`config.mk`:
```
export PLATFORM = sky130hd
export DESIGN_NAME = route_command_byte_parser
export DESIGN_NICKNAME = d
export VERILOG_FILES = /design/src/rtl/rcbp_pkg.sv /design/src/rtl/rcbp_number_unit.sv /design/src/rtl/route_command_byte_parser.sv
export VERILOG_INCLUDE_DIRS = /design/src /design/src/rtl
export SDC_FILE = /design/constraint.sdc
export NUM_CORES = 1
export LEC_CHECK = 0
export BUFFER_PORTS_ARGS = -buffer_cell sky130_fd_sc_hd__buf_2
export CORE_MARGIN = 8
export CORE_UTILIZATION = 60
export DETAILED_ROUTE_END_ITERATION = 10
export PLACE_DENSITY = 0.9
export SLEW_MARGIN = 20
export SYNTH_ARGS = -nofsm -noshare
export SYNTH_HDL_FRONTEND = slang
export SYNTH_SLANG_ARGS = --single-unit
export TNS_END_PERCENT = 100
```
`constraint.sdc`:
```
create_clock -name clk -period 10.5 [get_ports clk]
set_clock_uncertainty 0.2 [all_clocks]
set_input_delay 2.1 -clock clk [delete_from_list [all_inputs] [get_ports clk]]
set_output_delay 2.1 -clock clk [all_outputs]
set_load 0.02 [all_outputs]
```
`src/rtl/assert_macros.svh`:
```
// Assertion macros shared by the RTL of the route command byte parser.
// Each macro expands to one labeled concurrent assertion that reports by $error.
`ifndef ASSERT_MACROS_SVH
`define ASSERT_MACROS_SVH

// Property that must hold at every clock edge outside reset.
`define RCBP_ASSERT(lbl, clk, rst_n, prop, msg) \
    lbl: assert property (@(posedge clk) disable iff (!rst_n) (prop)) else $error(msg);

// Implication whose consequent is checked at the clock edge after the antecedent.
`define RCBP_ASSERT_NEXT(lbl, clk, rst_n, ante, cons, msg) \
    lbl: assert property (@(posedge clk) disable iff (!rst_n) (ante) |=> (cons)) \
        else $error(msg);

`endif

```
`src/rtl/rcbp_pkg.sv`:
```
// Package for the route command byte parser: grammar stages, token and status codes,
// character constants, numeric limits and byte class functions. No dependencies.
`timescale 1ns / 1ps

package rcbp_pkg;

    typedef enum logic [24:0] {
        ST_TYPE      = 25'h0000001,
        ST_NID_OPEN  = 25'h0000002,
        ST_NID       = 25'h0000004,
        ST_REL_SEP   = 25'h0000008,
        ST_REL       = 25'h0000010,
        ST_ADDR_OPEN = 25'h0000020,
        ST_ADDR      = 25'h0000040,
        ST_ADDR_SEP  = 25'h0000080,
        ST_EPL_OPEN  = 25'h0000100,
        ST_EP_OPEN   = 25'h0000200,
        ST_EP        = 25'h0000400,
        ST_EP_SEP    = 25'h0000800,
        ST_EPL_SEP   = 25'h0001000,
        ST_CL_OPEN   = 25'h0002000,
        ST_C_OPEN    = 25'h0004000,
        ST_START     = 25'h0008000,
        ST_END       = 25'h0010000,
        ST_RATE      = 25'h0020000,
        ST_CEPL_OPEN = 25'h0040000,
        ST_CEP_OPEN  = 25'h0080000,
        ST_CEP       = 25'h0100000,
        ST_CEP_SEP   = 25'h0200000,
        ST_C_CLOSE   = 25'h0400000,
        ST_C_SEP     = 25'h0800000,
        ST_CMD_END   = 25'h1000000
    } stage_t;

    localparam logic [4:0] TK_NONE       = 5'd0;
    localparam logic [4:0] TK_CMD_TYPE   = 5'd1;
    localparam logic [4:0] TK_NID_CHAR   = 5'd2;
    localparam logic [4:0] TK_NID_END    = 5'd3;
    localparam logic [4:0] TK_REL        = 5'd4;
    localparam logic [4:0] TK_ADDR_CHAR  = 5'd5;
    localparam logic [4:0] TK_ADDR_END   = 5'd6;
    localparam logic [4:0] TK_EP_CHAR    = 5'd7;
    localparam logic [4:0] TK_EP_END     = 5'd8;
    localparam logic [4:0] TK_C_OPEN     = 5'd9;
    localparam logic [4:0] TK_START      = 5'd10;
    localparam logic [4:0] TK_END        = 5'd11;
    localparam logic [4:0] TK_RATE       = 5'd12;
    localparam logic [4:0] TK_CEP_CHAR   = 5'd13;
    localparam logic [4:0] TK_CEP_END    = 5'd14;
    localparam logic [4:0] TK_C_CLOSE    = 5'd15;
    localparam logic [4:0] TK_DONE       = 5'd16;
    localparam logic [4:0] TK_ERROR      = 5'd17;

    localparam logic [1:0] PS_BUSY     = 2'd0;
    localparam logic [1:0] PS_COMPLETE = 2'd1;
    localparam logic [1:0] PS_ERROR    = 2'd2;

    localparam logic REG_CMD_TYPE_MIN = 1'b0;
    localparam logic REG_CMD_TYPE_MAX = 1'b1;

    localparam logic [7:0] CMD_TYPE_MIN_RST = 8'd1;
    localparam logic [7:0] CMD_TYPE_MAX_RST = 8'd4;

    localparam logic [7:0] CH_LPAREN = 8'h28;
    localparam logic [7:0] CH_RPAREN = 8'h29;
    localparam logic [7:0] CH_COMMA  = 8'h2C;
    localparam logic [7:0] CH_COLON  = 8'h3A;
    localparam logic [7:0] CH_SEMI   = 8'h3B;
    localparam logic [7:0] CH_LBRACK = 8'h5B;
    localparam logic [7:0] CH_RBRACK = 8'h5D;
    localparam logic [7:0] CH_LBRACE = 8'h7B;
    localparam logic [7:0] CH_RBRACE = 8'h7D;

    localparam logic [63:0] REL_MIN    = 64'd100;
    localparam logic [63:0] REL_MAX    = 64'd1000;
    localparam logic [63:0] TIME_LIMIT = 64'hFFFF_FFFF_FFFF_FFFF / 64'd1000;

    typedef struct packed {
        logic [63:0] acc_digit;
        logic [63:0] time_ms;
        logic        time_ok;
        logic        rel_ok;
    } num_info_t;

    function automatic logic is_uri_byte(input logic [7:0] b);
        return b inside {[8'h21:8'h5F], [8'h61:8'h7A], 8'h7E};
    endfunction

    function automatic logic is_digit(input logic [7:0] b);
        return b inside {[8'h30:8'h39]};
    endfunction

endpackage

```
`src/rtl/rcbp_number_unit.sv`:
```
// Numeric helper of the route command byte parser: saturating decimal accumulate,
// time scaling by 1000 and range checks. Depends on rcbp_pkg.
`timescale 1ns / 1ps

module rcbp_number_unit (
    input  logic [63:0]        acc,
    input  logic [7:0]         digit_byte,
    output rcbp_pkg::num_info_t info
);

    logic [67:0] acc_wide;
    logic [67:0] times_ten;

    assign acc_wide  = {4'b0000, acc};
    assign times_ten = (acc_wide << 3) + (acc_wide << 1) + {64'd0, digit_byte[3:0]};

    // A carry above bit 63 means the decimal value no longer fits, so it saturates.
    assign info.acc_digit = (|times_ten[67:64]) ? {64{1'b1}} : times_ten[63:0];
    assign info.time_ms   = (acc << 10) - (acc << 4) - (acc << 3);
    assign info.time_ok   = acc < rcbp_pkg::TIME_LIMIT;
    assign info.rel_ok    = (acc >= rcbp_pkg::REL_MIN) && (acc <= rcbp_pkg::REL_MAX);

endmodule

```
`src/rtl/route_command_byte_parser.sv`:
```
// Top level of the route command byte parser: input register, grammar state machine,
// result register and APB configuration port. Depends on rcbp_pkg, rcbp_number_unit
// and assert_macros.svh.
//
// Usage: each input transaction carries one byte of a route command (data_byte) and a
// restart flag. Every input transaction yields exactly one output transaction with a
// token kind, a token value and the parse status. A restart transaction returns the
// parser to the command type stage and its byte is ignored.
// A transaction in the input register is processed into the result register once that
// register is free. Throughput: one transaction per cycle while the receiver takes results;
// the grammar stage and digit accumulator update as each transaction is processed, and the
// input side keeps accepting while a result waits. When the receiver stalls, the result
// register holds its transaction and the input register fills; input ready drops only once
// both are occupied. Reset clears the grammar state, accumulator, both registers' valid
// flags and sets the command type limits to 1 and 4. The limits are written over the APB
// port at byte addresses 0 (minimum) and 4 (maximum); the user must write them only while
// the parser is idle, since the block itself does not enforce this.
`timescale 1ns / 1ps
`include "assert_macros.svh"

module route_command_byte_parser (
    input  logic        clk,
    input  logic        rst_n,
    input  logic        in_valid,
    output logic        in_ready,
    input  logic [7:0]  data_byte,
    input  logic        restart,
    output logic        out_valid,
    input  logic        out_ready,
    output logic [4:0]  token_kind,
    output logic [63:0] token_value,
    output logic [1:0]  parse_status,
    input  logic        psel,
    input  logic        penable,
    input  logic        pwrite,
    input  logic [2:0]  paddr,
    input  logic [31:0] pwdata,
    output logic [31:0] prdata,
    output logic        pready
);

    logic                 cfg_sel_min;
    logic [7:0]           cmd_type_min_reg;
    logic [7:0]           cmd_type_max_reg;

    logic                 in_valid_reg;
    logic [7:0]           byte_reg;
    logic                 restart_reg;

    rcbp_pkg::stage_t     stage_reg;
    rcbp_pkg::stage_t     stage_next;
    rcbp_pkg::stage_t     gram_stage;
    logic                 finished_reg;
    logic                 finished_next;
    logic [63:0]          acc_reg;
    logic [63:0]          acc_next;
    logic [63:0]          gram_acc;

    logic                 out_valid_reg;
    logic [4:0]           kind_reg;
    logic [4:0]           kind_next;
    logic [63:0]          value_reg;
    logic [63:0]          value_next;
    logic [1:0]           status_reg;
    logic [1:0]           status_next;

    logic [4:0]           gram_kind;
    logic [63:0]          gram_val;
    logic                 gram_err;
    logic                 gram_done;
    logic                 out_free;
    logic                 fire;
    logic                 cfg_write;

    rcbp_pkg::num_info_t  num;

    assign cfg_sel_min = (paddr[2] == rcbp_pkg::REG_CMD_TYPE_MIN);
    assign cfg_write   = psel && penable && pwrite && pready;
    assign pready      = 1'b1;
    assign prdata      = cfg_sel_min ? {24'd0, cmd_type_min_reg} : {24'd0, cmd_type_max_reg};

    always_ff @(posedge clk or negedge rst_n)
    begin
        if (!rst_n)
        begin
            cmd_type_min_reg <= rcbp_pkg::CMD_TYPE_MIN_RST;
            cmd_type_max_reg <= rcbp_pkg::CMD_TYPE_MAX_RST;
        end
        else if (cfg_write)
        begin
            if (cfg_sel_min)
            begin
                cmd_type_min_reg <= pwdata[7:0];
            end
            else
            begin
                cmd_type_max_reg <= pwdata[7:0];
            end
        end
    end

    assign out_free = !out_valid_reg || out_ready;
    assign fire     = in_valid_reg && out_free;
    assign in_ready = !in_valid_reg || fire;

    always_ff @(posedge clk or negedge rst_n)
    begin
        if (!rst_n)
        begin
            in_valid_reg <= 1'b0;
        end
        else if (in_ready)
        begin
            in_valid_reg <= in_valid;
        end
    end

    always_ff @(posedge clk)
    begin
        if (in_valid && in_ready)
        begin
            byte_reg    <= data_byte;
            restart_reg <= restart;
        end
    end

    rcbp_number_unit u_number (
        .acc        (acc_reg),
        .digit_byte (byte_reg),
        .info       (num)
    );

    always_comb
    begin
        gram_kind  = rcbp_pkg::TK_NONE;
        gram_val   = '0;
        gram_stage = stage_reg;
        gram_acc   = acc_reg;
        gram_err   = 1'b0;
        gram_done  = 1'b0;
        case (stage_reg)
            rcbp_pkg::ST_TYPE:
            begin
                if (byte_reg >= cmd_type_min_reg && byte_reg <= cmd_type_max_reg)
                begin
                    gram_kind  = rcbp_pkg::TK_CMD_TYPE;
                    gram_val   = {56'd0, byte_reg};
                    gram_stage = rcbp_pkg::ST_NID_OPEN;
                end
                else gram_err = 1'b1;
            end
            rcbp_pkg::ST_NID_OPEN:
            begin
                if (byte_reg == rcbp_pkg::CH_LPAREN) gram_stage = rcbp_pkg::ST_NID;
                else gram_err = 1'b1;
            end
            rcbp_pkg::ST_NID:
            begin
                if (byte_reg == rcbp_pkg::CH_RPAREN)
                begin
                    gram_kind  = rcbp_pkg::TK_NID_END;
                    gram_stage = rcbp_pkg::ST_REL_SEP;
                end
                else if (rcbp_pkg::is_uri_byte(byte_reg))
                begin
                    gram_kind = rcbp_pkg::TK_NID_CHAR;
                    gram_val  = {56'd0, byte_reg};
                end
                else gram_err = 1'b1;
            end
            rcbp_pkg::ST_REL_SEP:
            begin
                if (byte_reg == rcbp_pkg::CH_COMMA)
                begin
                    gram_acc   = '0;
                    gram_stage = rcbp_pkg::ST_REL;
                end
                else if (byte_reg == rcbp_pkg::CH_COLON) gram_stage = rcbp_pkg::ST_ADDR_OPEN;
                else if (byte_reg == rcbp_pkg::CH_SEMI) gram_done = 1'b1;
                else gram_err = 1'b1;
            end
            rcbp_pkg::ST_REL:
            begin
                if (byte_reg == rcbp_pkg::CH_COLON || byte_reg == rcbp_pkg::CH_SEMI)
                begin
                    if (!num.rel_ok) gram_err = 1'b1;
                    else
                    begin
                        gram_val   = acc_reg;
                        gram_stage = rcbp_pkg::ST_ADDR_OPEN;
                        if (byte_reg == rcbp_pkg::CH_SEMI) gram_done = 1'b1;
                        else gram_kind = rcbp_pkg::TK_REL;
                    end
                end
                else if (rcbp_pkg::is_digit(byte_reg)) gram_acc = num.acc_digit;
                else gram_err = 1'b1;
            end
            rcbp_pkg::ST_ADDR_OPEN:
            begin
                if (byte_reg == rcbp_pkg::CH_LPAREN) gram_stage = rcbp_pkg::ST_ADDR;
                else if (byte_reg == rcbp_pkg::CH_COLON) gram_stage = rcbp_pkg::ST_EPL_OPEN;
                else if (byte_reg == rcbp_pkg::CH_SEMI) gram_done = 1'b1;
                else gram_err = 1'b1;
            end
            rcbp_pkg::ST_ADDR:
            begin
                if (byte_reg == rcbp_pkg::CH_RPAREN)
                begin
                    gram_kind  = rcbp_pkg::TK_ADDR_END;
                    gram_stage = rcbp_pkg::ST_ADDR_SEP;
                end
                else
                begin
                    gram_kind = rcbp_pkg::TK_ADDR_CHAR;
                    gram_val  = {56'd0, byte_reg};
                end
            end
            rcbp_pkg::ST_ADDR_SEP:
            begin
                if (byte_reg == rcbp_pkg::CH_COLON) gram_stage = rcbp_pkg::ST_EPL_OPEN;
                else if (byte_reg == rcbp_pkg::CH_SEMI) gram_done = 1'b1;
                else gram_err = 1'b1;
            end
            rcbp_pkg::ST_EPL_OPEN:
            begin
                if (byte_reg == rcbp_pkg::CH_LBRACK) gram_stage = rcbp_pkg::ST_EP_OPEN;
                else if (byte_reg == rcbp_pkg::CH_COLON) gram_stage = rcbp_pkg::ST_CL_OPEN;
                else if (byte_reg == rcbp_pkg::CH_SEMI) gram_done = 1'b1;
                else gram_err = 1'b1;
            end
            rcbp_pkg::ST_EP_OPEN:
            begin
                if (byte_reg == rcbp_pkg::CH_LPAREN) gram_stage = rcbp_pkg::ST_EP;
                else if (byte_reg == rcbp_pkg::CH_RBRACK) gram_stage = rcbp_pkg::ST_EPL_SEP;
                else gram_err = 1'b1;
            end
            rcbp_pkg::ST_EP:
            begin
                if (byte_reg == rcbp_pkg::CH_RPAREN)
                begin
                    gram_kind  = rcbp_pkg::TK_EP_END;
                    gram_stage = rcbp_pkg::ST_EP_SEP;
                end
                else if (rcbp_pkg::is_uri_byte(byte_reg))
                begin
                    gram_kind = rcbp_pkg::TK_EP_CHAR;
                    gram_val  = {56'd0, byte_reg};
                end
                else gram_err = 1'b1;
            end
            rcbp_pkg::ST_EP_SEP:
            begin
                if (byte_reg == rcbp_pkg::CH_COMMA) gram_stage = rcbp_pkg::ST_EP_OPEN;
                else if (byte_reg == rcbp_pkg::CH_RBRACK) gram_stage = rcbp_pkg::ST_EPL_SEP;
                else gram_err = 1'b1;
            end
            rcbp_pkg::ST_EPL_SEP:
            begin
                if (byte_reg == rcbp_pkg::CH_COLON) gram_stage = rcbp_pkg::ST_CL_OPEN;
                else if (byte_reg == rcbp_pkg::CH_SEMI) gram_done = 1'b1;
                else gram_err = 1'b1;
            end
            rcbp_pkg::ST_CL_OPEN:
            begin
                if (byte_reg == rcbp_pkg::CH_LBRACK) gram_stage = rcbp_pkg::ST_C_OPEN;
                else if (byte_reg == rcbp_pkg::CH_SEMI) gram_done = 1'b1;
                else gram_err = 1'b1;
            end
            rcbp_pkg::ST_C_OPEN:
            begin
                if (byte_reg == rcbp_pkg::CH_LBRACE)
                begin
                    gram_kind  = rcbp_pkg::TK_C_OPEN;
                    gram_acc   = '0;
                    gram_stage = rcbp_pkg::ST_START;
                end
                else if (byte_reg == rcbp_pkg::CH_RBRACK) gram_stage = rcbp_pkg::ST_CMD_END;
                else gram_err = 1'b1;
            end
            rcbp_pkg::ST_START, rcbp_pkg::ST_END:
            begin
                if (byte_reg == rcbp_pkg::CH_COMMA)
                begin
                    if (!num.time_ok) gram_err = 1'b1;
                    else
                    begin
                        gram_val = num.time_ms;
                        gram_acc = '0;
                        if (stage_reg == rcbp_pkg::ST_START)
                        begin
                            gram_kind  = rcbp_pkg::TK_START;
                            gram_stage = rcbp_pkg::ST_END;
                        end
                        else
                        begin
                            gram_kind  = rcbp_pkg::TK_END;
                            gram_stage = rcbp_pkg::ST_RATE;
                        end
                    end
                end
                else if (rcbp_pkg::is_digit(byte_reg)) gram_acc = num.acc_digit;
                else gram_err = 1'b1;
            end
            rcbp_pkg::ST_RATE:
            begin
                if (byte_reg == rcbp_pkg::CH_COMMA || byte_reg == rcbp_pkg::CH_RBRACE)
                begin
                    gram_kind = rcbp_pkg::TK_RATE;
                    gram_val  = {32'd0, acc_reg[31:0]};
                    if (byte_reg == rcbp_pkg::CH_COMMA) gram_stage = rcbp_pkg::ST_CEPL_OPEN;
                    else gram_stage = rcbp_pkg::ST_C_SEP;
                end
                else if (rcbp_pkg::is_digit(byte_reg)) gram_acc = num.acc_digit;
                else gram_err = 1'b1;
            end
            rcbp_pkg::ST_CEPL_OPEN:
            begin
                if (byte_reg == rcbp_pkg::CH_LBRACK) gram_stage = rcbp_pkg::ST_CEP_OPEN;
                else gram_err = 1'b1;
            end
            rcbp_pkg::ST_CEP_OPEN:
            begin
                if (byte_reg == rcbp_pkg::CH_LPAREN) gram_stage = rcbp_pkg::ST_CEP;
                else if (byte_reg == rcbp_pkg::CH_RBRACK) gram_stage = rcbp_pkg::ST_C_CLOSE;
                else gram_err = 1'b1;
            end
            rcbp_pkg::ST_CEP:
            begin
                if (byte_reg == rcbp_pkg::CH_RPAREN)
                begin
                    gram_kind  = rcbp_pkg::TK_CEP_END;
                    gram_stage = rcbp_pkg::ST_CEP_SEP;
                end
                else if (rcbp_pkg::is_uri_byte(byte_reg))
                begin
                    gram_kind = rcbp_pkg::TK_CEP_CHAR;
                    gram_val  = {56'd0, byte_reg};
                end
                else gram_err = 1'b1;
            end
            rcbp_pkg::ST_CEP_SEP:
            begin
                if (byte_reg == rcbp_pkg::CH_COMMA) gram_stage = rcbp_pkg::ST_CEP_OPEN;
                else if (byte_reg == rcbp_pkg::CH_RBRACK) gram_stage = rcbp_pkg::ST_C_CLOSE;
                else gram_err = 1'b1;
            end
            rcbp_pkg::ST_C_CLOSE:
            begin
                if (byte_reg == rcbp_pkg::CH_RBRACE)
                begin
                    gram_kind  = rcbp_pkg::TK_C_CLOSE;
                    gram_stage = rcbp_pkg::ST_C_SEP;
                end
                else gram_err = 1'b1;
            end
            rcbp_pkg::ST_C_SEP:
            begin
                if (byte_reg == rcbp_pkg::CH_COMMA) gram_stage = rcbp_pkg::ST_C_OPEN;
                else if (byte_reg == rcbp_pkg::CH_RBRACK) gram_stage = rcbp_pkg::ST_CMD_END;
                else gram_err = 1'b1;
            end
            rcbp_pkg::ST_CMD_END:
            begin
                if (byte_reg == rcbp_pkg::CH_SEMI) gram_done = 1'b1;
                else gram_err = 1'b1;
            end
            default:
            begin
                gram_err = 1'b1;
            end
        endcase
    end

    always_comb
    begin
        stage_next    = stage_reg;
        finished_next = finished_reg;
        acc_next      = acc_reg;
        kind_next     = rcbp_pkg::TK_NONE;
        value_next    = '0;
        status_next   = rcbp_pkg::PS_BUSY;
        if (restart_reg)
        begin
            stage_next    = rcbp_pkg::ST_TYPE;
            finished_next = 1'b0;
            acc_next      = '0;
        end
        else if (finished_reg)
        begin
            status_next = rcbp_pkg::PS_COMPLETE;
        end
        else if (gram_err)
        begin
            stage_next    = rcbp_pkg::ST_TYPE;
            finished_next = 1'b0;
            acc_next      = '0;
            kind_next     = rcbp_pkg::TK_ERROR;
            value_next    = {56'd0, byte_reg};
            status_next   = rcbp_pkg::PS_ERROR;
        end
        else if (gram_done)
        begin
            stage_next    = gram_stage;
            finished_next = 1'b1;
            acc_next      = gram_acc;
            kind_next     = rcbp_pkg::TK_DONE;
            value_next    = gram_val;
            status_next   = rcbp_pkg::PS_COMPLETE;
        end
        else
        begin
            stage_next = gram_stage;
            acc_next   = gram_acc;
            kind_next  = gram_kind;
            value_next = gram_val;
        end
    end

    always_ff @(posedge clk or negedge rst_n)
    begin
        if (!rst_n)
        begin
            stage_reg     <= rcbp_pkg::ST_TYPE;
            finished_reg  <= 1'b0;
            acc_reg       <= '0;
            out_valid_reg <= 1'b0;
        end
        else
        begin
            if (fire)
            begin
                stage_reg    <= stage_next;
                finished_reg <= finished_next;
                acc_reg      <= acc_next;
            end
            if (out_free)
            begin
                out_valid_reg <= fire;
            end
        end
    end

    always_ff @(posedge clk)
    begin
        if (fire)
        begin
            kind_reg   <= kind_next;
            value_reg  <= value_next;
            status_reg <= status_next;
        end
    end

    assign out_valid    = out_valid_reg;
    assign token_kind   = kind_reg;
    assign token_value  = value_reg;
    assign parse_status = status_reg;

    `RCBP_ASSERT(a_stage_onehot, clk, rst_n, $onehot(stage_reg), "grammar stage is not one-hot")
    `RCBP_ASSERT_NEXT(a_fire_gives_result, clk, rst_n, fire, out_valid_reg,
        "processed transaction did not reach the result register")
    `RCBP_ASSERT_NEXT(a_error_clears, clk, rst_n, fire && !restart_reg && !finished_reg && gram_err,
        stage_reg == rcbp_pkg::ST_TYPE && acc_reg == 64'd0 && status_reg == rcbp_pkg::PS_ERROR,
        "error did not return the parser to the command start")
    `RCBP_ASSERT_NEXT(a_finished_sticky, clk, rst_n, finished_reg && !(fire && restart_reg),
        finished_reg, "completed command state was lost without restart")
    `RCBP_ASSERT(a_input_free_ready, clk, rst_n, !in_valid_reg |-> in_ready,
        "input register empty but not ready")

endmodule

```
==> metrics.cfg, run 1 <==
[pwr]
peakVddDrop_mv = 0.138
intPower_mw = 1.26
p_per_area_nw_per_um2 = 88.2
combPwrFrac = 0.217
seq_power_share = 0.441
power.share.clock = 0.342
p_sw_mw = 0.673
leakage_nw = 10.6
p_sw_frac = 0.348
power_mw = 1.93

[floorplan]
die_h_um = 202
io_pins = 157
fp.dieW_um = 202
die_area_um2 = 40700
row_count = 68
placeableCoreArea_um2 = 34300
start_util = 0.604

[global_route]
grt_pass1_wl_mm = 98.3
grt_pass1_vias = 18502
grt_max_degree = 65
antenna_found_initial = 0
grt-ovfl-total = 0
grt_use_total = 0.294

[synth]
ys_seq_area_frac = 0.247
synth.distinct_cells = 97
synthCells = 2410
yosysWarnings = 0
synth-edff-count = 80
avgSynthCellArea_um2 = 8.59
async_flop_share = 0.574
ys_ff_latch = 188
synth_flop_cell = dfrtp_1
netlist_area_um2 = 20700

[drt]
drcViolationCount = 0
drtIter0Drc = 2059
antenna_left = 0
num_vias = 19059
finalWirelength_mm = 61.0
wire_per_inst_um = 20.9
via_per_inst = 6.54
drt-pass1-iter-count = 6

[critical_path]
worstSetupEndpointType = register
crit_chain = inv_1 -> fa_1 -> inv_1 -> fa_1 -> a211oi_1 -> o31a_1 -> or4_1 -> a31oi_1 -> a41oi_1 -> nor3_1 -> o41ai_2 -> o221ai_2 -> mux2i_1 -> o2111ai_4 -> buf_4 -> nor4_1 -> o21ai_1
path_max_fanout = 64
worstPathRequired_ps = 10620
r2r_setup_slack_ps = 4430
cp.arrival_ps = 6190
rr_startpoint = byte_reg[3]
worstSetupPathType = register to register
worst_path_max_delay_cell = edfxtp_1
ff2ff_path_depth = 17
crit_path_start_kind = register
cp_slowest_stage_delay_ps = 620
r2r_end = acc_reg[62]

[hold_path]
min_delay_worst_endpoint = cmd_type_min_reg[7]
min_delay_path_depth = 1
hold_class = register to register
hold_start = cmd_type_min_reg[7]

[clock_network]
worstSkewPairLatency_ps = 470
cts_resized = 0
postCtsHoldBufs = 0
cts_setup_buffers = 0
cts_buffers = 17
clk_pin_slew_worst_paths_ps = 80
tritoncts = done
clock-sinks = 188
cts_max_path_buffers = 2
h-tree-depth = 4
cts_root_buffer = clkbuf_16

[final_layout]
layout.nets = 2832
final_cell_mix = ha_1, nand2_1, nor2_1
drive_above_1_share = 0.0949
area_growth_pct = 5.78
fin_util = 0.639
layout_commonest_cell = ha_1

[timing]
relSlewSlack = 0.275
fmax_mhz = 165
rsz0062_at_grt = no
final-setup-viol-count = 0
tightest_slew_ps = 1080
report.final.slew_viol_count = 0
fin_setup_tns_ps = 0
final_hold_viol_count = 0
period_needed_ps = 6070
min_period_over_period = 0.578

[placement]
globalplace.congestion = 0.963
io_buffers = 105
hpwl_mm = 46.6

[run]
max_cap_viol_count = 0

[status]
status = complete, no violations

stage by stage:
stage	area, um^2	hold WS (ps)	setup slack [ps]	std cells
2_1_floorplan	20800	257	5270	2433
3_3_place_gp	21300	284	4660	2879
3_5_place_dp	21300	302	4540	2879
4_1_cts	21900	319	4490	2911
5_1_grt	21900	326	4210	2911
6_report	21900	321	4430	2912
power groups by stage:
stage          sequential [mW]  clock, mW  combinational [mW]
2_1_floorplan            0.880          0               0.288
4_1_cts                  0.850      0.664               0.414
3_3_place_gp             0.862          0               0.398
3_5_place_dp             0.865          0               0.409
5_1_grt                  0.855      0.689               0.453
6_report                 0.851      0.661               0.419
worst max-delay path: cells and delay by family (launching register included):
kind,cells,cell delay (ps)
muxes,1,310
and+or+nand+nor,3,1380
AOI/OAI and AO/OA,8,1850
adders and majority gates,2,790
DFF,1,620
buffers and inverters,3,750
cell families after synthesis:
kind of cell               share of synthesized area
AOI/OAI and AO/OA                              0.228
xor gates and xnor gates                      0.0516
adders and majority gates                      0.224
buffers and inverters                         0.0568
DFF                                            0.247
muxes                                         0.0117
other                                       0.000363
and+or+nand+nor                                0.180
per-layer routing:
| metal | vias up | track usage | wire length, um |
|---|---|---|---|
| li1 | 8800 | - | - |
| met3 | 156 | 0.0488 | 5470 |
| met2 | 958 | 0.478 | 28300 |
| met4 | 0 | 0.102 | 1730 |
| met1 | 9145 | 0.392 | 25400 |
| met5 | - | 0 | 0 |
worst max-delay path by stage:
stage	slack, ps	start	cells past startpoint	end
4_1_cts	4490	byte_reg[3]	17	acc_reg[62]
5_1_grt	4210	byte_reg[3]	17	acc_reg[62]
6_report	4430	byte_reg[3]	17	acc_reg[62]
3_5_place_dp	4540	byte_reg[3]	17	acc_reg[62]
3_3_place_gp	4660	byte_reg[3]	17	acc_reg[62]
2_1_floorplan	5270	paddr[2]	3	prdata[1]
Yosys cell counts, types with 16 or more instances:
cell type / n / share of area
a21oi_1: 182 / 0.044
nand3_1: 46 / 0.011
inv_1: 127 / 0.023
nor3_1: 34 / 0.0082
o31ai_1: 16 / 0.0058
xnor2_1: 76 / 0.032
a21o_1: 75 / 0.027
xor2_1: 46 / 0.019
nor2_1: 199 / 0.036
mux2_2: 18 / 0.0098
o21a_1: 17 / 0.0062
fa_1: 55 / 0.053
dfrtp_1: 105 / 0.13
a22oi_1: 38 / 0.014
o21bai_1: 30 / 0.011
o21ai_1: 58 / 0.014
nor4_1: 26 / 0.0079
ha_1: 283 / 0.17
o21ai_0: 136 / 0.033
nand2_1: 230 / 0.042
clkbuf_1: 80 / 0.015
edfxtp_1: 80 / 0.12
nand4_1: 54 / 0.016
nand2b_1: 33 / 0.010
buf_4: 29 / 0.011
nor2b_1: 26 / 0.0079
a31oi_1: 21 / 0.0063
layout make-up:
type                    count  area, um^2
multi-input cells        1990       14500
clock buffers              18         429
well taps                 455         569
clock inverters            14         153
repair buffers            119         633
flip-flops and latches    188        5110
inverters                 127         477
diodes                      1        2.50
fillers                  2796       12400
Power figures use the tool's default switching activity.
==> inputs of run 2 (changes only) <==
==> constraint.sdc (replaced) <==
create_clock -name clk -period 6.3 [get_ports clk]
set_clock_uncertainty 0.2 [all_clocks]
set_input_delay 1.26 -clock clk [delete_from_list [all_inputs] [get_ports clk]]
set_output_delay 1.26 -clock clk [all_outputs]
set_load 0.02 [all_outputs]
==> run 2 against run 1 <==
Against the previous run: non-clock buffer count up 12; first-iteration DRC count down 11%; setup slack worse by 3800 ps; global-route usage down 0.87 points; highest routed layer is now met5.
==> metrics.cfg, run 2 (synthesis gave the netlist of run 1 again) <==
[timing]
final-setup-viol-count = 0  ; unchanged
relSlewSlack = 0.230  ; was 0.275
min_period_over_period = 0.899  ; was 0.578
rsz0062_at_grt = no  ; unchanged
final_hold_viol_count = 0  ; unchanged
worst_slack_ps = 637  ; was 4430 ps
tightest_slew_ps = 1150  ; was 1080 ps
period_needed_ps = 5660  ; was 6070 ps
fin_setup_tns_ps = 0  ; unchanged
report.final.slew_viol_count = 0  ; unchanged
fmax_mhz = 177  ; was 165 MHz

[critical_path]
cp_slowest_stage_delay_ps = 570  ; was 620 ps
worstSetupEndpointType = register  ; unchanged
cp.arrival_ps = 5800  ; was 6190 ps
crit_path_end = acc_reg[36]  ; was acc_reg[62]
r2r_setup_slack_ps = 640  ; was 4430 ps
path_buf_inv = 1  ; was 3
ff2ff_path_depth = 16  ; was 17
critPathLaunch = acc_reg[1]  ; was byte_reg[3]
critPathTopFamily = compound AO/OA/AOI/OAI gates  ; unchanged
worstPathRequired_ps = 6430  ; was 10620 ps
r2r_end = acc_reg[36]  ; was acc_reg[62]
worst_path_max_delay_cell = dfrtp_1  ; was edfxtp_1
cp.depth = 16  ; was 17
crit_path_start_kind = register  ; unchanged
path_max_fanout = 63  ; was 64
rr_startpoint = acc_reg[1]  ; was byte_reg[3]
critical_path.most_common_cell = ha_1
worstSetupPathType = register to register  ; unchanged
crit_chain = ha_1 -> ha_1 -> fa_1 -> a211oi_1 -> o31a_1 -> or4_1 -> a31oi_1 -> a41oi_1 -> nor3_1 -> o41ai_2 -> o221ai_2 -> mux2i_1 -> o2111ai_4 -> buf_4 -> nor2b_1 -> o21ai_2  ; was inv_1 -> fa_1 -> inv_1 -> fa_1 -> a211oi_1 -> o31a_1 -> or4_1 -> a31oi_1 -> a41oi_1 -> nor3_1 -> o41ai_2 -> o221ai_2 -> mux2i_1 -> o2111ai_4 -> buf_4 -> nor4_1 -> o21ai_1

[final_layout]
layout.nets = 2844  ; was 2832
drive_above_1_share = 0.0997  ; was 0.0949
final_cell_mix = ha_1, nand2_1, nor2_1  ; unchanged
fin_util = 0.643  ; was 0.639
diodes = 0  ; was 1
layout_commonest_cell = ha_1  ; unchanged
area_growth_pct = 6.40  ; was 5.78%

[clock_network]
worstSkewPairLatency_ps = 470  ; about the same
tritoncts = done  ; unchanged
cts_setup_buffers = 0  ; unchanged
cts_max_path_buffers = 2  ; unchanged
clock-sinks = 188  ; unchanged
cts_resized = 0  ; unchanged
cts_root_buffer = clkbuf_16  ; unchanged
clk_pin_slew_worst_paths_ps = 80  ; about the same
h-tree-depth = 4  ; unchanged
cts_buffers = 17  ; unchanged
postCtsHoldBufs = 0  ; unchanged

[global_route]
grt_use_total = 0.285  ; was 0.294
grt-ovfl-total = 0  ; unchanged
grt_max_degree = 65  ; unchanged
antenna_found_initial = 1  ; was 0
grt_pass1_vias = 18704  ; was 18502
grt_pass1_wl_mm = 96.6  ; was 98.3 mm

[placement]
hpwl_mm = 46.5  ; was 46.6 mm
io_buffers = 105  ; unchanged
globalplace.congestion = 1.00  ; was 0.963
dp_slack_ps = 792  ; was 4540 ps

[drt]
drcViolationCount = 0  ; unchanged
via_per_inst = 6.54  ; about the same
drtIter0Drc = 1828  ; was 2059
finalWirelength_mm = 59.4  ; was 61.0 mm
antenna_left = 0  ; unchanged
num_vias = 19131  ; was 19059
drt-pass1-iter-count = 6  ; unchanged
wire_per_inst_um = 20.3  ; was 20.9 um

[run]
max_cap_viol_count = 0  ; unchanged

[floorplan]
row_count = 68  ; unchanged
placeableCoreArea_um2 = 34300  ; unchanged
io_pins = 157  ; unchanged
fp.dieW_um = 202  ; unchanged
die_h_um = 202  ; unchanged
die_area_um2 = 40700  ; unchanged
start_util = 0.604  ; unchanged

[pwr]
power_mw = 3.25  ; was 1.93 mW
peakVddDrop_mv = 0.221  ; was 0.138 mV
p_per_area_nw_per_um2 = 148  ; was 88.2 nW/um^2
leakage_nw = 10.6  ; about the same

[hold_path]
min_delay_path_depth = 1  ; unchanged
hold_class = register to register  ; unchanged
hold_start = cmd_type_min_reg[7]  ; unchanged

[status]
status = complete, no violations  ; unchanged

-- run 2: metal layers --
layer	vias to the layer above	track usage	part of all wire
met5	-	0	0.00022
met3	180	0.0530	0.10
met4	2	0.113	0.036
met1	9087	0.373	0.40
met2	1045	0.462	0.46
li1	8817	-	-
-- run 2: worst register-to-register path: stages (launching register included) --
cell and delay, ps:
dfrtp_1 570, ha_1 380, ha_1 280, fa_1 280
a211oi_1 100, o31a_1 320, or4_1 520, a31oi_1 400
a41oi_1 310, nor3_1 500, o41ai_2 200, o221ai_2 280
mux2i_1 320, o2111ai_4 170, buf_4 360, nor2b_1 290
o21ai_2 70
-- run 2: worst min-delay path by stage --
stage                     endpoint  slack, ps
2_1_floorplan            out_valid        260
3_3_place_gp             out_valid        280
3_5_place_dp   cmd_type_min_reg[3]        300
4_1_cts        cmd_type_min_reg[7]        320
5_1_grt        cmd_type_min_reg[2]        340
6_report       cmd_type_min_reg[7]        320
-- run 2: layout make-up --
cell class              instances  area [um^2]
well taps                     455          569
multi-input cells            1990        14500
flip-flops and latches        188         5110
fillers                      2725        12300
clock buffers                  18          450
repair buffers                131          736
inverters                     127          477
clock inverters                14          160
-- run 2: through the flow --
| stage | hold slack, ps | instance area (um^2) | std cells |
|---|---|---|---|
| floorplan | 257 | 20800 | 2433 |
| global placement | 280 | 21400 | 2891 |
| detailed placement | 295 | 21400 | 2891 |
| CTS | 317 | 22000 | 2923 |
| global route | 344 | 22000 | 2923 |
| finish | 315 | 22000 | 2923 |
-- run 2: power by group --
part | leakage (nW) | internal [mW] | switching, mW
sequential | 2.27 | 1.36 | 0.0497
clock | 0.298 | 0.558 | 0.568
combinational | 8.07 | 0.221 | 0.491
